<file path="src/rtl/core/prtt_pkg.sv">
// ----------------------------------------------------------------------------
// prtt_pkg
// shared types, codes and constants of the pending request timeout table
// ----------------------------------------------------------------------------
package prtt_pkg;

  localparam int unsigned TABLE_DEPTH   = 16;
  localparam logic [15:0] RESET_TIMEOUT = 16'd120;

  // request operations
  localparam logic [1:0] OP_SET  = 2'd0;
  localparam logic [1:0] OP_GET  = 2'd1;
  localparam logic [1:0] OP_TICK = 2'd2;

  typedef enum logic [2:0] {
    CODE_OK        = 3'd0,
    CODE_NOT_FOUND = 3'd1,
    CODE_FULL      = 3'd2,
    CODE_TIMED_OUT = 3'd3,
    CODE_FORCED    = 3'd4,
    CODE_DONE      = 3'd5
  } code_e;

  typedef enum logic [1:0] {
    ST_IDLE,
    ST_READ,
    ST_EVAL,
    ST_REPLY
  } state_e;

  typedef struct packed {
    logic [31:0] key;
    logic [31:0] handle;
    logic [31:0] start;
    logic [15:0] limit;
    logic        early;
  } entry_t;

  // controller to datapath
  typedef struct packed {
    logic capture;      // latch request beat, restart scan
    logic probe;        // read slot at scan index
    logic check;        // compare key of slot just read
    logic next;         // advance scan index
    logic emit_expire;  // load expiry result into output register
    logic emit_final;   // load closing result into output register
    logic drop;         // free slot at scan index
    logic commit;       // apply set or get to the table
  } dp_cmd_t;

  // datapath to controller
  typedef struct packed {
    logic [1:0] op;
    logic       cur_valid;
    logic       idx_last;
    logic       expire;
    logic       out_free;
  } dp_status_t;

endpackage

</file>
<file path="src/rtl/core/prtt_if.sv">
// ----------------------------------------------------------------------------
// prtt channel interfaces
// request, response and configuration channels with valid/ready handshake
// ----------------------------------------------------------------------------
interface prtt_req_if;
  logic        valid;
  logic        ready;
  logic [1:0]  op;
  logic [31:0] flow;
  logic [31:0] handle;
  logic [31:0] entry_start;
  logic [15:0] entry_timeout;
  logic        early_enable;
  logic [31:0] now;

  modport source (
    output valid, op, flow, handle, entry_start, entry_timeout, early_enable, now,
    input  ready
  );
  modport sink (
    input  valid, op, flow, handle, entry_start, entry_timeout, early_enable, now,
    output ready
  );
endinterface

interface prtt_rsp_if;
  logic        valid;
  logic        ready;
  logic [2:0]  code;
  logic [31:0] result_flow;
  logic [31:0] result_handle;
  logic        last;

  modport source (
    output valid, code, result_flow, result_handle, last,
    input  ready
  );
  modport sink (
    input  valid, code, result_flow, result_handle, last,
    output ready
  );
endinterface

interface prtt_cfg_if;
  logic        valid;
  logic        ready;
  logic [15:0] data;

  modport source (
    output valid, data,
    input  ready
  );
  modport sink (
    input  valid, data,
    output ready
  );
endinterface

</file>
<file path="src/rtl/core/prtt_datapath.sv">
// ----------------------------------------------------------------------------
// prtt_datapath
// entry memory, valid bits, scan index, expiry compare and output register
// ----------------------------------------------------------------------------
module prtt_datapath #(
  parameter int unsigned TableDepth = prtt_pkg::TABLE_DEPTH
) (
  input  logic                 clk_i,
  input  logic                 rst_ni,
  input  prtt_pkg::dp_cmd_t    cmd_i,
  output prtt_pkg::dp_status_t status_o,
  input  logic [1:0]           op_i,
  input  logic [31:0]          flow_i,
  input  logic [31:0]          handle_i,
  input  logic [31:0]          entry_start_i,
  input  logic [15:0]          entry_timeout_i,
  input  logic                 early_enable_i,
  input  logic [31:0]          now_i,
  input  logic                 cfg_we_i,
  input  logic [15:0]          cfg_data_i,
  output logic                 out_valid_o,
  input  logic                 out_ready_i,
  output logic [2:0]           code_o,
  output logic [31:0]          result_flow_o,
  output logic [31:0]          result_handle_o,
  output logic                 last_o
);
  import prtt_pkg::*;

  localparam int unsigned IdxW = (TableDepth > 1) ? $clog2(TableDepth) : 1;
  localparam logic [IdxW-1:0] IdxLast = IdxW'(TableDepth - 1);

  entry_t entry_mem [TableDepth];
  entry_t rd_q;

  // control state
  logic [TableDepth-1:0] valid_q, valid_d;
  logic [IdxW-1:0]       idx_q, idx_d;
  logic                  hit_q, hit_d;
  logic                  free_q, free_d;
  logic                  out_valid_q, out_valid_d;
  logic [15:0]           default_q, default_d;

  // payload
  logic [1:0]      op_q;
  logic [31:0]     flow_q, handle_q, start_q, now_q;
  logic [15:0]     timeout_q;
  logic            early_q;
  logic [IdxW-1:0] hit_idx_q, hit_idx_d;
  logic [IdxW-1:0] free_idx_q, free_idx_d;
  logic [31:0]     hit_handle_q, hit_handle_d;
  logic [2:0]      out_code_q;
  logic [31:0]     out_flow_q, out_handle_q;
  logic            out_last_q;

  logic [31:0]     elapsed;
  logic            timed_out, forced;
  logic [IdxW-1:0] slot;
  logic            mem_we;
  entry_t          wr_entry;
  code_e           final_code;
  logic [31:0]     final_flow, final_handle;

  // elapsed time wraps at 2^32
  assign elapsed   = now_q - rd_q.start;
  assign timed_out = elapsed > {15'd0, rd_q.limit, 1'b0};
  assign forced    = (elapsed > {16'd0, rd_q.limit}) && rd_q.early;

  assign slot   = hit_q ? hit_idx_q : free_idx_q;
  assign mem_we = cmd_i.commit && (op_q == OP_SET) && (hit_q || free_q);

  always_comb begin
    wr_entry.key    = flow_q;
    wr_entry.handle = handle_q;
    wr_entry.start  = start_q;
    wr_entry.limit  = (timeout_q == 16'd0) ? default_q : timeout_q;
    wr_entry.early  = early_q;
  end

  always_comb begin
    final_code   = CODE_OK;
    final_flow   = 32'd0;
    final_handle = 32'd0;
    case (op_q)
      OP_SET: begin
        final_code   = (hit_q || free_q) ? CODE_OK : CODE_FULL;
        final_flow   = flow_q;
        final_handle = handle_q;
      end
      OP_GET: begin
        final_code   = hit_q ? CODE_OK : CODE_NOT_FOUND;
        final_flow   = flow_q;
        final_handle = hit_q ? hit_handle_q : 32'd0;
      end
      OP_TICK: begin
        final_code = CODE_DONE;
      end
      default: begin
        final_code = CODE_OK;
      end
    endcase
  end

  always_comb begin
    valid_d      = valid_q;
    idx_d        = idx_q;
    hit_d        = hit_q;
    free_d       = free_q;
    hit_idx_d    = hit_idx_q;
    free_idx_d   = free_idx_q;
    hit_handle_d = hit_handle_q;
    default_d    = cfg_we_i ? cfg_data_i : default_q;
    out_valid_d  = out_valid_q && !out_ready_i;

    if (cmd_i.capture) begin
      idx_d  = '0;
      hit_d  = 1'b0;
      free_d = 1'b0;
    end
    if (cmd_i.probe && !valid_q[idx_q] && !free_q) begin
      free_d     = 1'b1;
      free_idx_d = idx_q;
    end
    if (cmd_i.check && (rd_q.key == flow_q) && !hit_q) begin
      hit_d        = 1'b1;
      hit_idx_d    = idx_q;
      hit_handle_d = rd_q.handle;
    end
    if (cmd_i.next) begin
      idx_d = idx_q + 1'b1;
    end
    if (cmd_i.drop) begin
      valid_d[idx_q] = 1'b0;
    end
    if (mem_we) begin
      valid_d[slot] = 1'b1;
    end
    if (cmd_i.commit && (op_q == OP_GET) && hit_q) begin
      valid_d[hit_idx_q] = 1'b0;
    end
    if (cmd_i.emit_expire || cmd_i.emit_final) begin
      out_valid_d = 1'b1;
    end
  end

  always_ff @(posedge clk_i or negedge rst_ni) begin
    if (!rst_ni) begin
      valid_q     <= '0;
      idx_q       <= '0;
      hit_q       <= 1'b0;
      free_q      <= 1'b0;
      out_valid_q <= 1'b0;
      default_q   <= RESET_TIMEOUT;
    end else begin
      valid_q     <= valid_d;
      idx_q       <= idx_d;
      hit_q       <= hit_d;
      free_q      <= free_d;
      out_valid_q <= out_valid_d;
      default_q   <= default_d;
    end
  end

  always_ff @(posedge clk_i) begin
    hit_idx_q    <= hit_idx_d;
    free_idx_q   <= free_idx_d;
    hit_handle_q <= hit_handle_d;
    if (cmd_i.capture) begin
      op_q      <= op_i;
      flow_q    <= flow_i;
      handle_q  <= handle_i;
      start_q   <= entry_start_i;
      timeout_q <= entry_timeout_i;
      early_q   <= early_enable_i;
      now_q     <= now_i;
    end
    if (cmd_i.emit_expire) begin
      out_code_q   <= timed_out ? CODE_TIMED_OUT : CODE_FORCED;
      out_flow_q   <= rd_q.key;
      out_handle_q <= rd_q.handle;
      out_last_q   <= 1'b0;
    end else if (cmd_i.emit_final) begin
      out_code_q   <= final_code;
      out_flow_q   <= final_flow;
      out_handle_q <= final_handle;
      out_last_q   <= 1'b1;
    end
  end

  // entry memory, one write and one registered read port
  always_ff @(posedge clk_i) begin
    if (mem_we) begin
      entry_mem[slot] <= wr_entry;
    end
    if (cmd_i.probe) begin
      rd_q <= entry_mem[idx_q];
    end
  end

  always_comb begin
    status_o.op        = op_q;
    status_o.cur_valid = valid_q[idx_q];
    status_o.idx_last  = (idx_q == IdxLast);
    status_o.expire    = timed_out || forced;
    status_o.out_free  = !out_valid_q || out_ready_i;
  end

  assign out_valid_o     = out_valid_q;
  assign code_o          = out_code_q;
  assign result_flow_o   = out_flow_q;
  assign result_handle_o = out_handle_q;
  assign last_o          = out_last_q;

endmodule

</file>
<file path="src/rtl/core/prtt_ctrl.sv">
// ----------------------------------------------------------------------------
// prtt_ctrl
// sequencer for the slot scan of set, get and tick requests
// ----------------------------------------------------------------------------
module prtt_ctrl (
  input  logic                 clk_i,
  input  logic                 rst_ni,
  input  logic                 in_valid_i,
  output logic                 in_ready_o,
  input  prtt_pkg::dp_status_t status_i,
  output prtt_pkg::dp_cmd_t    cmd_o
);
  import prtt_pkg::*;

  state_e state_q, state_d;
  logic   is_lookup, is_tick;

  assign is_lookup = (status_i.op == OP_SET) || (status_i.op == OP_GET);
  assign is_tick   = (status_i.op == OP_TICK);

  // next state
  always_comb begin
    state_d = state_q;
    case (state_q)
      ST_IDLE: begin
        if (in_valid_i) begin
          state_d = ST_READ;
        end
      end
      ST_READ: begin
        if (status_i.cur_valid) begin
          state_d = ST_EVAL;
        end else if (status_i.idx_last) begin
          state_d = ST_REPLY;
        end
      end
      ST_EVAL: begin
        if (!(is_tick && status_i.expire && !status_i.out_free)) begin
          state_d = status_i.idx_last ? ST_REPLY : ST_READ;
        end
      end
      ST_REPLY: begin
        if (status_i.out_free) begin
          state_d = ST_IDLE;
        end
      end
      default: begin
        state_d = ST_IDLE;
      end
    endcase
  end

  // outputs
  always_comb begin
    cmd_o      = '0;
    in_ready_o = 1'b0;
    case (state_q)
      ST_IDLE: begin
        in_ready_o    = 1'b1;
        cmd_o.capture = in_valid_i;
      end
      ST_READ: begin
        cmd_o.probe = 1'b1;
        cmd_o.next  = !status_i.cur_valid && !status_i.idx_last;
      end
      ST_EVAL: begin
        cmd_o.check = is_lookup;
        if (is_tick && status_i.expire) begin
          cmd_o.emit_expire = status_i.out_free;
          cmd_o.drop        = status_i.out_free;
          cmd_o.next        = status_i.out_free && !status_i.idx_last;
        end else begin
          cmd_o.next = !status_i.idx_last;
        end
      end
      ST_REPLY: begin
        cmd_o.emit_final = status_i.out_free;
        cmd_o.commit     = status_i.out_free;
      end
      default: begin
        cmd_o = '0;
      end
    endcase
  end

  always_ff @(posedge clk_i or negedge rst_ni) begin
    if (!rst_ni) begin
      state_q <= ST_IDLE;
    end else begin
      state_q <= state_d;
    end
  end

endmodule

</file>
<file path="src/rtl/core/pending_request_timeout_table.sv">
// ----------------------------------------------------------------------------
// pending_request_timeout_table
// table of pending requests keyed by flow id, with lookup and timeout scan
// ----------------------------------------------------------------------------
// Each request beat is handled by one pass over all TableDepth slots. A free
// slot is passed in the read state alone, a valid slot in the read state to
// read the entry memory and then the eval state to compare. The beat is
// taken in the idle state and the closing result is given in the reply
// state. The single read port of the entry memory is why a valid slot
// needs both states. A tick gives one result beat per expired entry and
// then a scan done beat with last set; set and get give one beat. A held
// output beat stalls the scan only when another result is ready to go. The
// default timeout register may be written while no request is in progress.
// ----------------------------------------------------------------------------
module pending_request_timeout_table #(
  parameter int unsigned TableDepth = prtt_pkg::TABLE_DEPTH
) (
  input  logic clk_i,
  input  logic rst_ni,
  prtt_req_if.sink   in_i,
  prtt_rsp_if.source out_o,
  prtt_cfg_if.sink   cfg_i
);
  import prtt_pkg::*;

  dp_cmd_t    cmd;
  dp_status_t status;
  logic       in_ready;

  // configuration is always taken
  assign cfg_i.ready = 1'b1;
  assign in_i.ready  = in_ready;

  // sequencer
  prtt_ctrl u_ctrl (
    .clk_i      (clk_i),
    .rst_ni     (rst_ni),
    .in_valid_i (in_i.valid),
    .in_ready_o (in_ready),
    .status_i   (status),
    .cmd_o      (cmd)
  );

  // table storage, compare logic and output register
  prtt_datapath #(
    .TableDepth (TableDepth)
  ) u_datapath (
    .clk_i           (clk_i),
    .rst_ni          (rst_ni),
    .cmd_i           (cmd),
    .status_o        (status),
    .op_i            (in_i.op),
    .flow_i          (in_i.flow),
    .handle_i        (in_i.handle),
    .entry_start_i   (in_i.entry_start),
    .entry_timeout_i (in_i.entry_timeout),
    .early_enable_i  (in_i.early_enable),
    .now_i           (in_i.now),
    .cfg_we_i        (cfg_i.valid),
    .cfg_data_i      (cfg_i.data),
    .out_valid_o     (out_o.valid),
    .out_ready_i     (out_o.ready),
    .code_o          (out_o.code),
    .result_flow_o   (out_o.result_flow),
    .result_handle_o (out_o.result_handle),
    .last_o          (out_o.last)
  );

endmodule

</file>
<file path="src/flat_wrapper.sv">
// flat-port wrapper written by rule: the top's interface ports become plain ports
module pending_request_timeout_table_flat import prtt_pkg::*;
#(
  parameter int unsigned TableDepth = prtt_pkg::TABLE_DEPTH
)
  (clk_i, rst_ni, in_i_valid, in_i_op, in_i_flow, in_i_handle, in_i_entry_start, in_i_entry_timeout, in_i_early_enable, in_i_now, in_i_ready, out_o_valid, out_o_code, out_o_result_flow, out_o_result_handle, out_o_last, out_o_ready, cfg_i_valid, cfg_i_data, cfg_i_ready);
  prtt_req_if in_i_i ();
  prtt_rsp_if out_o_i ();
  prtt_cfg_if cfg_i_i ();
  input  logic clk_i;
  input  logic rst_ni;
  input wire logic [$bits(in_i_i.valid)-1:0] in_i_valid;
  input wire logic [$bits(in_i_i.op)-1:0] in_i_op;
  input wire logic [$bits(in_i_i.flow)-1:0] in_i_flow;
  input wire logic [$bits(in_i_i.handle)-1:0] in_i_handle;
  input wire logic [$bits(in_i_i.entry_start)-1:0] in_i_entry_start;
  input wire logic [$bits(in_i_i.entry_timeout)-1:0] in_i_entry_timeout;
  input wire logic [$bits(in_i_i.early_enable)-1:0] in_i_early_enable;
  input wire logic [$bits(in_i_i.now)-1:0] in_i_now;
  output wire logic [$bits(in_i_i.ready)-1:0] in_i_ready;
  output wire logic [$bits(out_o_i.valid)-1:0] out_o_valid;
  output wire logic [$bits(out_o_i.code)-1:0] out_o_code;
  output wire logic [$bits(out_o_i.result_flow)-1:0] out_o_result_flow;
  output wire logic [$bits(out_o_i.result_handle)-1:0] out_o_result_handle;
  output wire logic [$bits(out_o_i.last)-1:0] out_o_last;
  input wire logic [$bits(out_o_i.ready)-1:0] out_o_ready;
  input wire logic [$bits(cfg_i_i.valid)-1:0] cfg_i_valid;
  input wire logic [$bits(cfg_i_i.data)-1:0] cfg_i_data;
  output wire logic [$bits(cfg_i_i.ready)-1:0] cfg_i_ready;
  assign in_i_i.valid = in_i_valid;
  assign in_i_i.op = in_i_op;
  assign in_i_i.flow = in_i_flow;
  assign in_i_i.handle = in_i_handle;
  assign in_i_i.entry_start = in_i_entry_start;
  assign in_i_i.entry_timeout = in_i_entry_timeout;
  assign in_i_i.early_enable = in_i_early_enable;
  assign in_i_i.now = in_i_now;
  assign in_i_ready = in_i_i.ready;
  assign out_o_valid = out_o_i.valid;
  assign out_o_code = out_o_i.code;
  assign out_o_result_flow = out_o_i.result_flow;
  assign out_o_result_handle = out_o_i.result_handle;
  assign out_o_last = out_o_i.last;
  assign out_o_i.ready = out_o_ready;
  assign cfg_i_i.valid = cfg_i_valid;
  assign cfg_i_i.data = cfg_i_data;
  assign cfg_i_ready = cfg_i_i.ready;
  pending_request_timeout_table #(.TableDepth(TableDepth)) u_core (.clk_i(clk_i), .rst_ni(rst_ni), .in_i(in_i_i), .out_o(out_o_i), .cfg_i(cfg_i_i));
endmodule
</file>
<file path="config.mk">
export PLATFORM = sky130hd
export DESIGN_NAME = pending_request_timeout_table_flat
export DESIGN_NICKNAME = d
export VERILOG_FILES = /design/src/rtl/core/prtt_pkg.sv /design/src/rtl/core/prtt_if.sv /design/src/rtl/core/prtt_datapath.sv /design/src/rtl/core/prtt_ctrl.sv /design/src/rtl/core/pending_request_timeout_table.sv /design/src/flat_wrapper.sv
export SDC_FILE = /design/constraint.sdc
export NUM_CORES = 2
export LEC_CHECK = 0
export CAP_MARGIN = 20
export CORE_AREA = 2 2 416 418
export CTS_BUF_LIST = sky130_fd_sc_hd__clkbuf_8 sky130_fd_sc_hd__clkbuf_16
export CTS_CLUSTER_DIAMETER = 100
export CTS_CLUSTER_SIZE = 16
export DETAILED_ROUTE_END_ITERATION = 8
export DIE_AREA = 0 0 418 420
export DONT_BUFFER_PORTS = 1
export HOLD_SLACK_MARGIN = 0.1
export SETUP_SLACK_MARGIN = 0.2
export SYNTH_ARGS = -nofsm -noshare
export SYNTH_HDL_FRONTEND = slang
export SYNTH_SLANG_ARGS = --single-unit
</file>
<file path="constraint.sdc">
create_clock -name clk_i -period 9.75 [get_ports clk_i]
set_input_delay 1.95 -clock clk_i [delete_from_list [all_inputs] [get_ports clk_i]]
set_output_delay 1.95 -clock clk_i [all_outputs]
set_load 0.02 [all_outputs]
</file>
==> summary.md <==
| Metric | Value |
|---|---|
| Status | `finished clean` |
| Required @ worst endpoint | `10.17 ns` |
| Mapped Cells | `3,785` |
| Unrepaired setup endpoints after global routing | `no` |
| Launching point of the worst reg2reg path | `u_core.u_datapath.now_q[4]$_DFFE_PP_` |
| Met2 usage | `37.34%` |
| Post-synth EDFFs | `2,175` |
| CP peak stage delay | `0.80 ns` |
| Most used routing layer | `met2` |
| Yosys top cell area share | `76.62%` |
| Period utilization | `67.02%` |
| Initial DRC count | `4,572` |
| Highest ir drop seen on vdd | `0.0003233 V` |
| Met3 Use GR | `3.291%` |
| First-pass GRT wire length | `284,400 um` |
| Num rows | `152` |
| Setup Fix Bufs, Post-CTS | `0` |
| Slew @ Worst Pin | `1.175 ns` |
| Worst-path clk slew | `0.08 ns` |
| R2R setup slack | `3.22 ns` |
| Total length of routed wires | `196,800 um` |
| Syn Std Cell Area | `0.08524 sq mm` |
| Leakage | `28.93 nW` |
| Complex-gate fraction of the synthesized area | `2.365%` |
| Gr usage total | `22.65%` |
| CTS Root Cell | `clkbuf_16` |
| Critical path capture point | `u_core.u_datapath.result_flow_o[24]$_DFFE_PP_` |
| Die Height | `420 um` |
| TNS Setup | `0 ns` |
| Yosys top cell by area | `edfxtp_1` |
| Post-CTS Hold Buffers | `0` |
| CTS resizes | `0` |
| Top_reg_cell synth | `edfxtp_1` |
| Mux share of post-synthesis cell area | `15.32%` |
| Avg Vias per Cell | `6.237` |
| Layout cells sized above 1 | `22.39%` |
| Wirelength per Cell | `31.91 um` |
| Vias in the first global route | `39.57k` |
| Die W | `418 um` |
| Final Hold Slack | `0.4491 ns` |
| CTS tree | `built` |
| Worst setup EP type | `flip-flop` |
| Top cells by area, synth | `edfxtp_1 (77%), mux4_2 (15%), dfrtp_1 (1.1%), ha_1 (1.0%), inv_1 (0.62%)` |
| Capturing point of the worst reg2reg path | `u_core.u_datapath.result_flow_o[24]$_DFFE_PP_` |
| Core area | `0.1710 sq mm` |
| Max cap viols | `0` |
| Power per cell area | `258.9 mW/mm^2` |
| Main combinational cell family by area after synthesis | `multiplexers` |
| Sequential fraction of the synthesis area | `77.86%` |
| Relative slew slack | `21.47%` |
| Largest delay share family, worst path | `simple AND/OR/NAND/NOR gates` |
| Clk_lat worst skew | `0.83 ns` |
| Synth unique cells | `66` |
| # DRC | `0` |
| Average size of a mapped cell | `22.52 sq um` |
| Synth Area in Adders | `1.066%` |
| Max-slew violations | `0` |
| IO Count | `239` |
| DRT antenna net count | `0` |
| Peak fanout along the critical path | `52` |
| Crit path from | `u_core.u_datapath.now_q[4]$_DFFE_PP_` |
| Critical path type | `reg2reg` |
| Arr. time, crit path | `6.95 ns` |
| GR Util met1 | `31.80%` |
| Clock buffer depth | `3` |
| Ys Warns | `0` |
| Hold Path Class | `reg2reg` |
| HPWL Detailed | `102,700 um` |
| Slowest CP cell | `nor2_4` |
| WP buf/inv | `1` |
| Largest net degree at the start of global routing | `140` |
| Nets | `4,099` |
| CP cell instances | `ha_1, and3_1, a211oi_2, a21boi_1, a211o_1, nand2_1, nand2_1, a21o_1, a21oi_1, xnor2_1, ha_1, nand4_1, or2_2, a211oi_1, nor3_1, o2bb2ai_1, a22oi_1, nor4b_4, nor2_4, or2_4, buf_4` |
| Htree depth | `4` |
| Xor and xnor area share after synthesis | `0.5138%` |
| GP Congestion | `0.8252` |
| Crit path launch type | `flip-flop` |
| Clock skew | `0.04077 ns` |
| WP depth | `21` |
| CTS buffer count | `157` |
| Post-Synth Simple-Gate Area | `1.535%` |
| Final hold viol count | `0` |
| Starting Density | `49.85%` |
| Final setup fails | `0` |
| Area Growth Syn to Fin | `8.827%` |
| Grt total ovfl | `0` |
| Vias | `38.46k` |
| CTS sink cnt | `2,217` |
| Die area | `0.1756 sq mm` |
| Fin crit period | `6.534 ns` |
| Initial antenna violation count | `31` |
| PortBufs | `0` |
| Post-synth ARST share | `1.849%` |
| Synth Register Bits | `2,217` |
| Max Fclk | `0.1530 GHz` |
| Reg2reg path depth | `21` |
| 1st-pass router iterations | `7` |
| Syn Nets | `4,025` |
worst min path at each step:
| stage | startpoint | end | slack, ns | cells past startpoint |
|---|---|---|---|---|
| floorplan | u_core.u_datapath.rd_q[49]$_DFFE_PN_ | u_core.u_datapath.hit_handle_q[0]$_DFFE_PP_ | 0.43 | 0 |
| global placement | u_core.u_datapath.rd_q[53]$_DFFE_PN_ | u_core.u_datapath.hit_handle_q[4]$_DFFE_PP_ | 0.44 | 0 |
| detailed placement | u_core.u_datapath.rd_q[68]$_DFFE_PN_ | u_core.u_datapath.hit_handle_q[19]$_DFFE_PP_ | 0.44 | 0 |
| CTS | u_core.u_datapath.rd_q[57]$_DFFE_PN_ | u_core.u_datapath.hit_handle_q[8]$_DFFE_PP_ | 0.45 | 0 |
| global route | u_core.u_datapath.rd_q[68]$_DFFE_PN_ | u_core.u_datapath.hit_handle_q[19]$_DFFE_PP_ | 0.46 | 0 |
| finish | u_core.u_datapath.rd_q[57]$_DFFE_PN_ | u_core.u_datapath.hit_handle_q[8]$_DFFE_PP_ | 0.45 | 0 |
routing by layer:
metal / wire length, um / vias up
li1: - / 15977
met1: 81950 / 20916
met2: 99070 / 1272
met3: 10990 / 280
met4: 4694 / 10
met5: 51 / -
area by class of cell:
type,count,area [sq um]
Fill cell,12736,78210
Sequential cell,2217,66380
Multi-Input combinational cell,1267,17900
Clock buffer,162,4054
Tap cell,2233,2794
Timing Repair Buffer,76,703.2
Inverter,140,533.0
Clock inverter,59,365.4
Antenna cell,12,30.03
through the flow:
stage	power [W]	worst slack, ns	area, sq um	utilization (%)	cells
after CTS	0.02430	3.123	92700	54.22	6153
final	0.02402	3.216	92760	54.25	6166
after floorplan	0.01647	1.596	85240	-	3785
after detailed placement	0.01824	3.164	88280	51.64	5932
after global routing	0.02511	2.796	92760	54.25	6166
after global placement	0.01821	3.234	88280	51.64	5932
cell families after synthesis:
| logic type | after synthesis |
|---|---|
| xor gates and xnor gates | 50 |
| buffers and inverters | 301 |
| and+or+nand+nor | 269 |
| muxes | 590 |
| adders and majority gates | 72 |
| other | 1 |
| AOI/OAI and AO/OA | 285 |
| DFF | 2217 |
synth_stat cells, types with 5 or more instances:
cell type and count:
clkbuf_1 109, nor4_1 14, o21a_1 9, xnor2_1 14
mux4_2 570, a21o_1 38, o2111ai_1 5, nor2b_1 10
nand2b_1 9, nand4_1 17, edfxtp_1 2175, buf_1 45
a222oi_1 33, o32a_1 5, o21ai_0 60, nand2_1 90
nor2_1 64, xor2_1 36, a211oi_1 8, or3_1 7
and2_1 8, a22oi_1 5, and3_1 9, o21bai_1 5
a21oi_1 49, o22a_1 12, nand3_1 17, o211ai_1 12
buf_2 5, nor3_1 8, inv_1 140, ha_1 71
a31oi_1 15, dfrtp_1 37, mux2_2 16
sequential cells by signal, indices dropped and copies added, names as in the netlist:
register,flops
u_core.u_datapath.early_q,1
u_core.u_datapath.op_q,2
u_core.u_datapath.last_o,1
u_core.u_datapath.hit_handle_q,32
u_core.u_datapath.idx_q,4
u_core.u_datapath.flow_q,32
u_core.u_datapath.valid_q,16
u_core.u_datapath.result_flow_o,32
u_core.u_datapath.handle_q,32
u_core.u_datapath.free_q,1
u_core.u_datapath.result_handle_o,32
u_core.u_datapath.default_q,16
u_core.u_datapath.timeout_q,16
u_core.u_datapath.code_o,3
u_core.u_datapath.rd_q,113
u_core.u_datapath.entry_mem,1808
u_core.u_datapath.start_q,32
u_core.u_datapath.out_valid_o,1
u_core.u_datapath.hit_q,1
u_core.u_datapath.hit_idx_q,4
u_core.u_ctrl.state_q,2
u_core.u_datapath.now_q,32
u_core.u_datapath.free_idx_q,4
power by group:
part / total [W] / internal, W / switching, W
logic: 0.00559 / 0.00264 / 0.00295
clock network: 0.00609 / 0.00299 / 0.00310
registers: 0.0123 / 0.0115 / 0.000822
total: 0.0240 / 0.0171 / 0.00687
worst register-to-register path, cell delays in order (launching register included):
cell	delay (ns)
edfxtp_1	0.38
ha_1	0.36
and3_1	0.19
a211oi_2	0.22
a21boi_1	0.18
a211o_1	0.39
nand2_1	0.10
nand2_1	0.08
a21o_1	0.20
a21oi_1	0.18
xnor2_1	0.14
ha_1	0.32
nand4_1	0.10
or2_2	0.33
a211oi_1	0.19
nor3_1	0.09
o2bb2ai_1	0.21
a22oi_1	0.10
nor4b_4	0.20
nor2_4	0.81
or2_4	0.51
buf_4	0.80
cell usage in the layout (no fill, tap or decap), types with 5 or more instances in the layout:
| cell type | instances |
|---|---|
| o211ai_1 | 12 |
| nor3_1 | 8 |
| mux4_2 | 570 |
| and3_1 | 9 |
| a31oi_1 | 15 |
| and2_1 | 8 |
| nand2b_1 | 9 |
| o21bai_1 | 5 |
| buf_12 | 9 |
| a22oi_1 | 5 |
| o32a_1 | 5 |
| buf_4 | 66 |
| nor2_4 | 19 |
| nor4_1 | 13 |
| a211oi_1 | 8 |
| diode_2 | 12 |
| nor2_1 | 45 |
| edfxtp_1 | 2175 |
| a222oi_1 | 33 |
| o22a_1 | 12 |
| nand2_1 | 90 |
| inv_1 | 183 |
| xnor2_1 | 14 |
| a21o_1 | 38 |
| nand3_1 | 17 |
| nand4_1 | 17 |
| clkbuf_16 | 162 |
| o21a_1 | 9 |
| o2111ai_1 | 5 |
| or3_1 | 7 |
| ha_1 | 70 |
| o21ai_0 | 60 |
| mux2_2 | 16 |
| nor2b_1 | 10 |
| a21oi_1 | 49 |
| dfrtp_1 | 33 |
| xor2_1 | 36 |
Note: power is estimated with default switching activity, not from simulation.
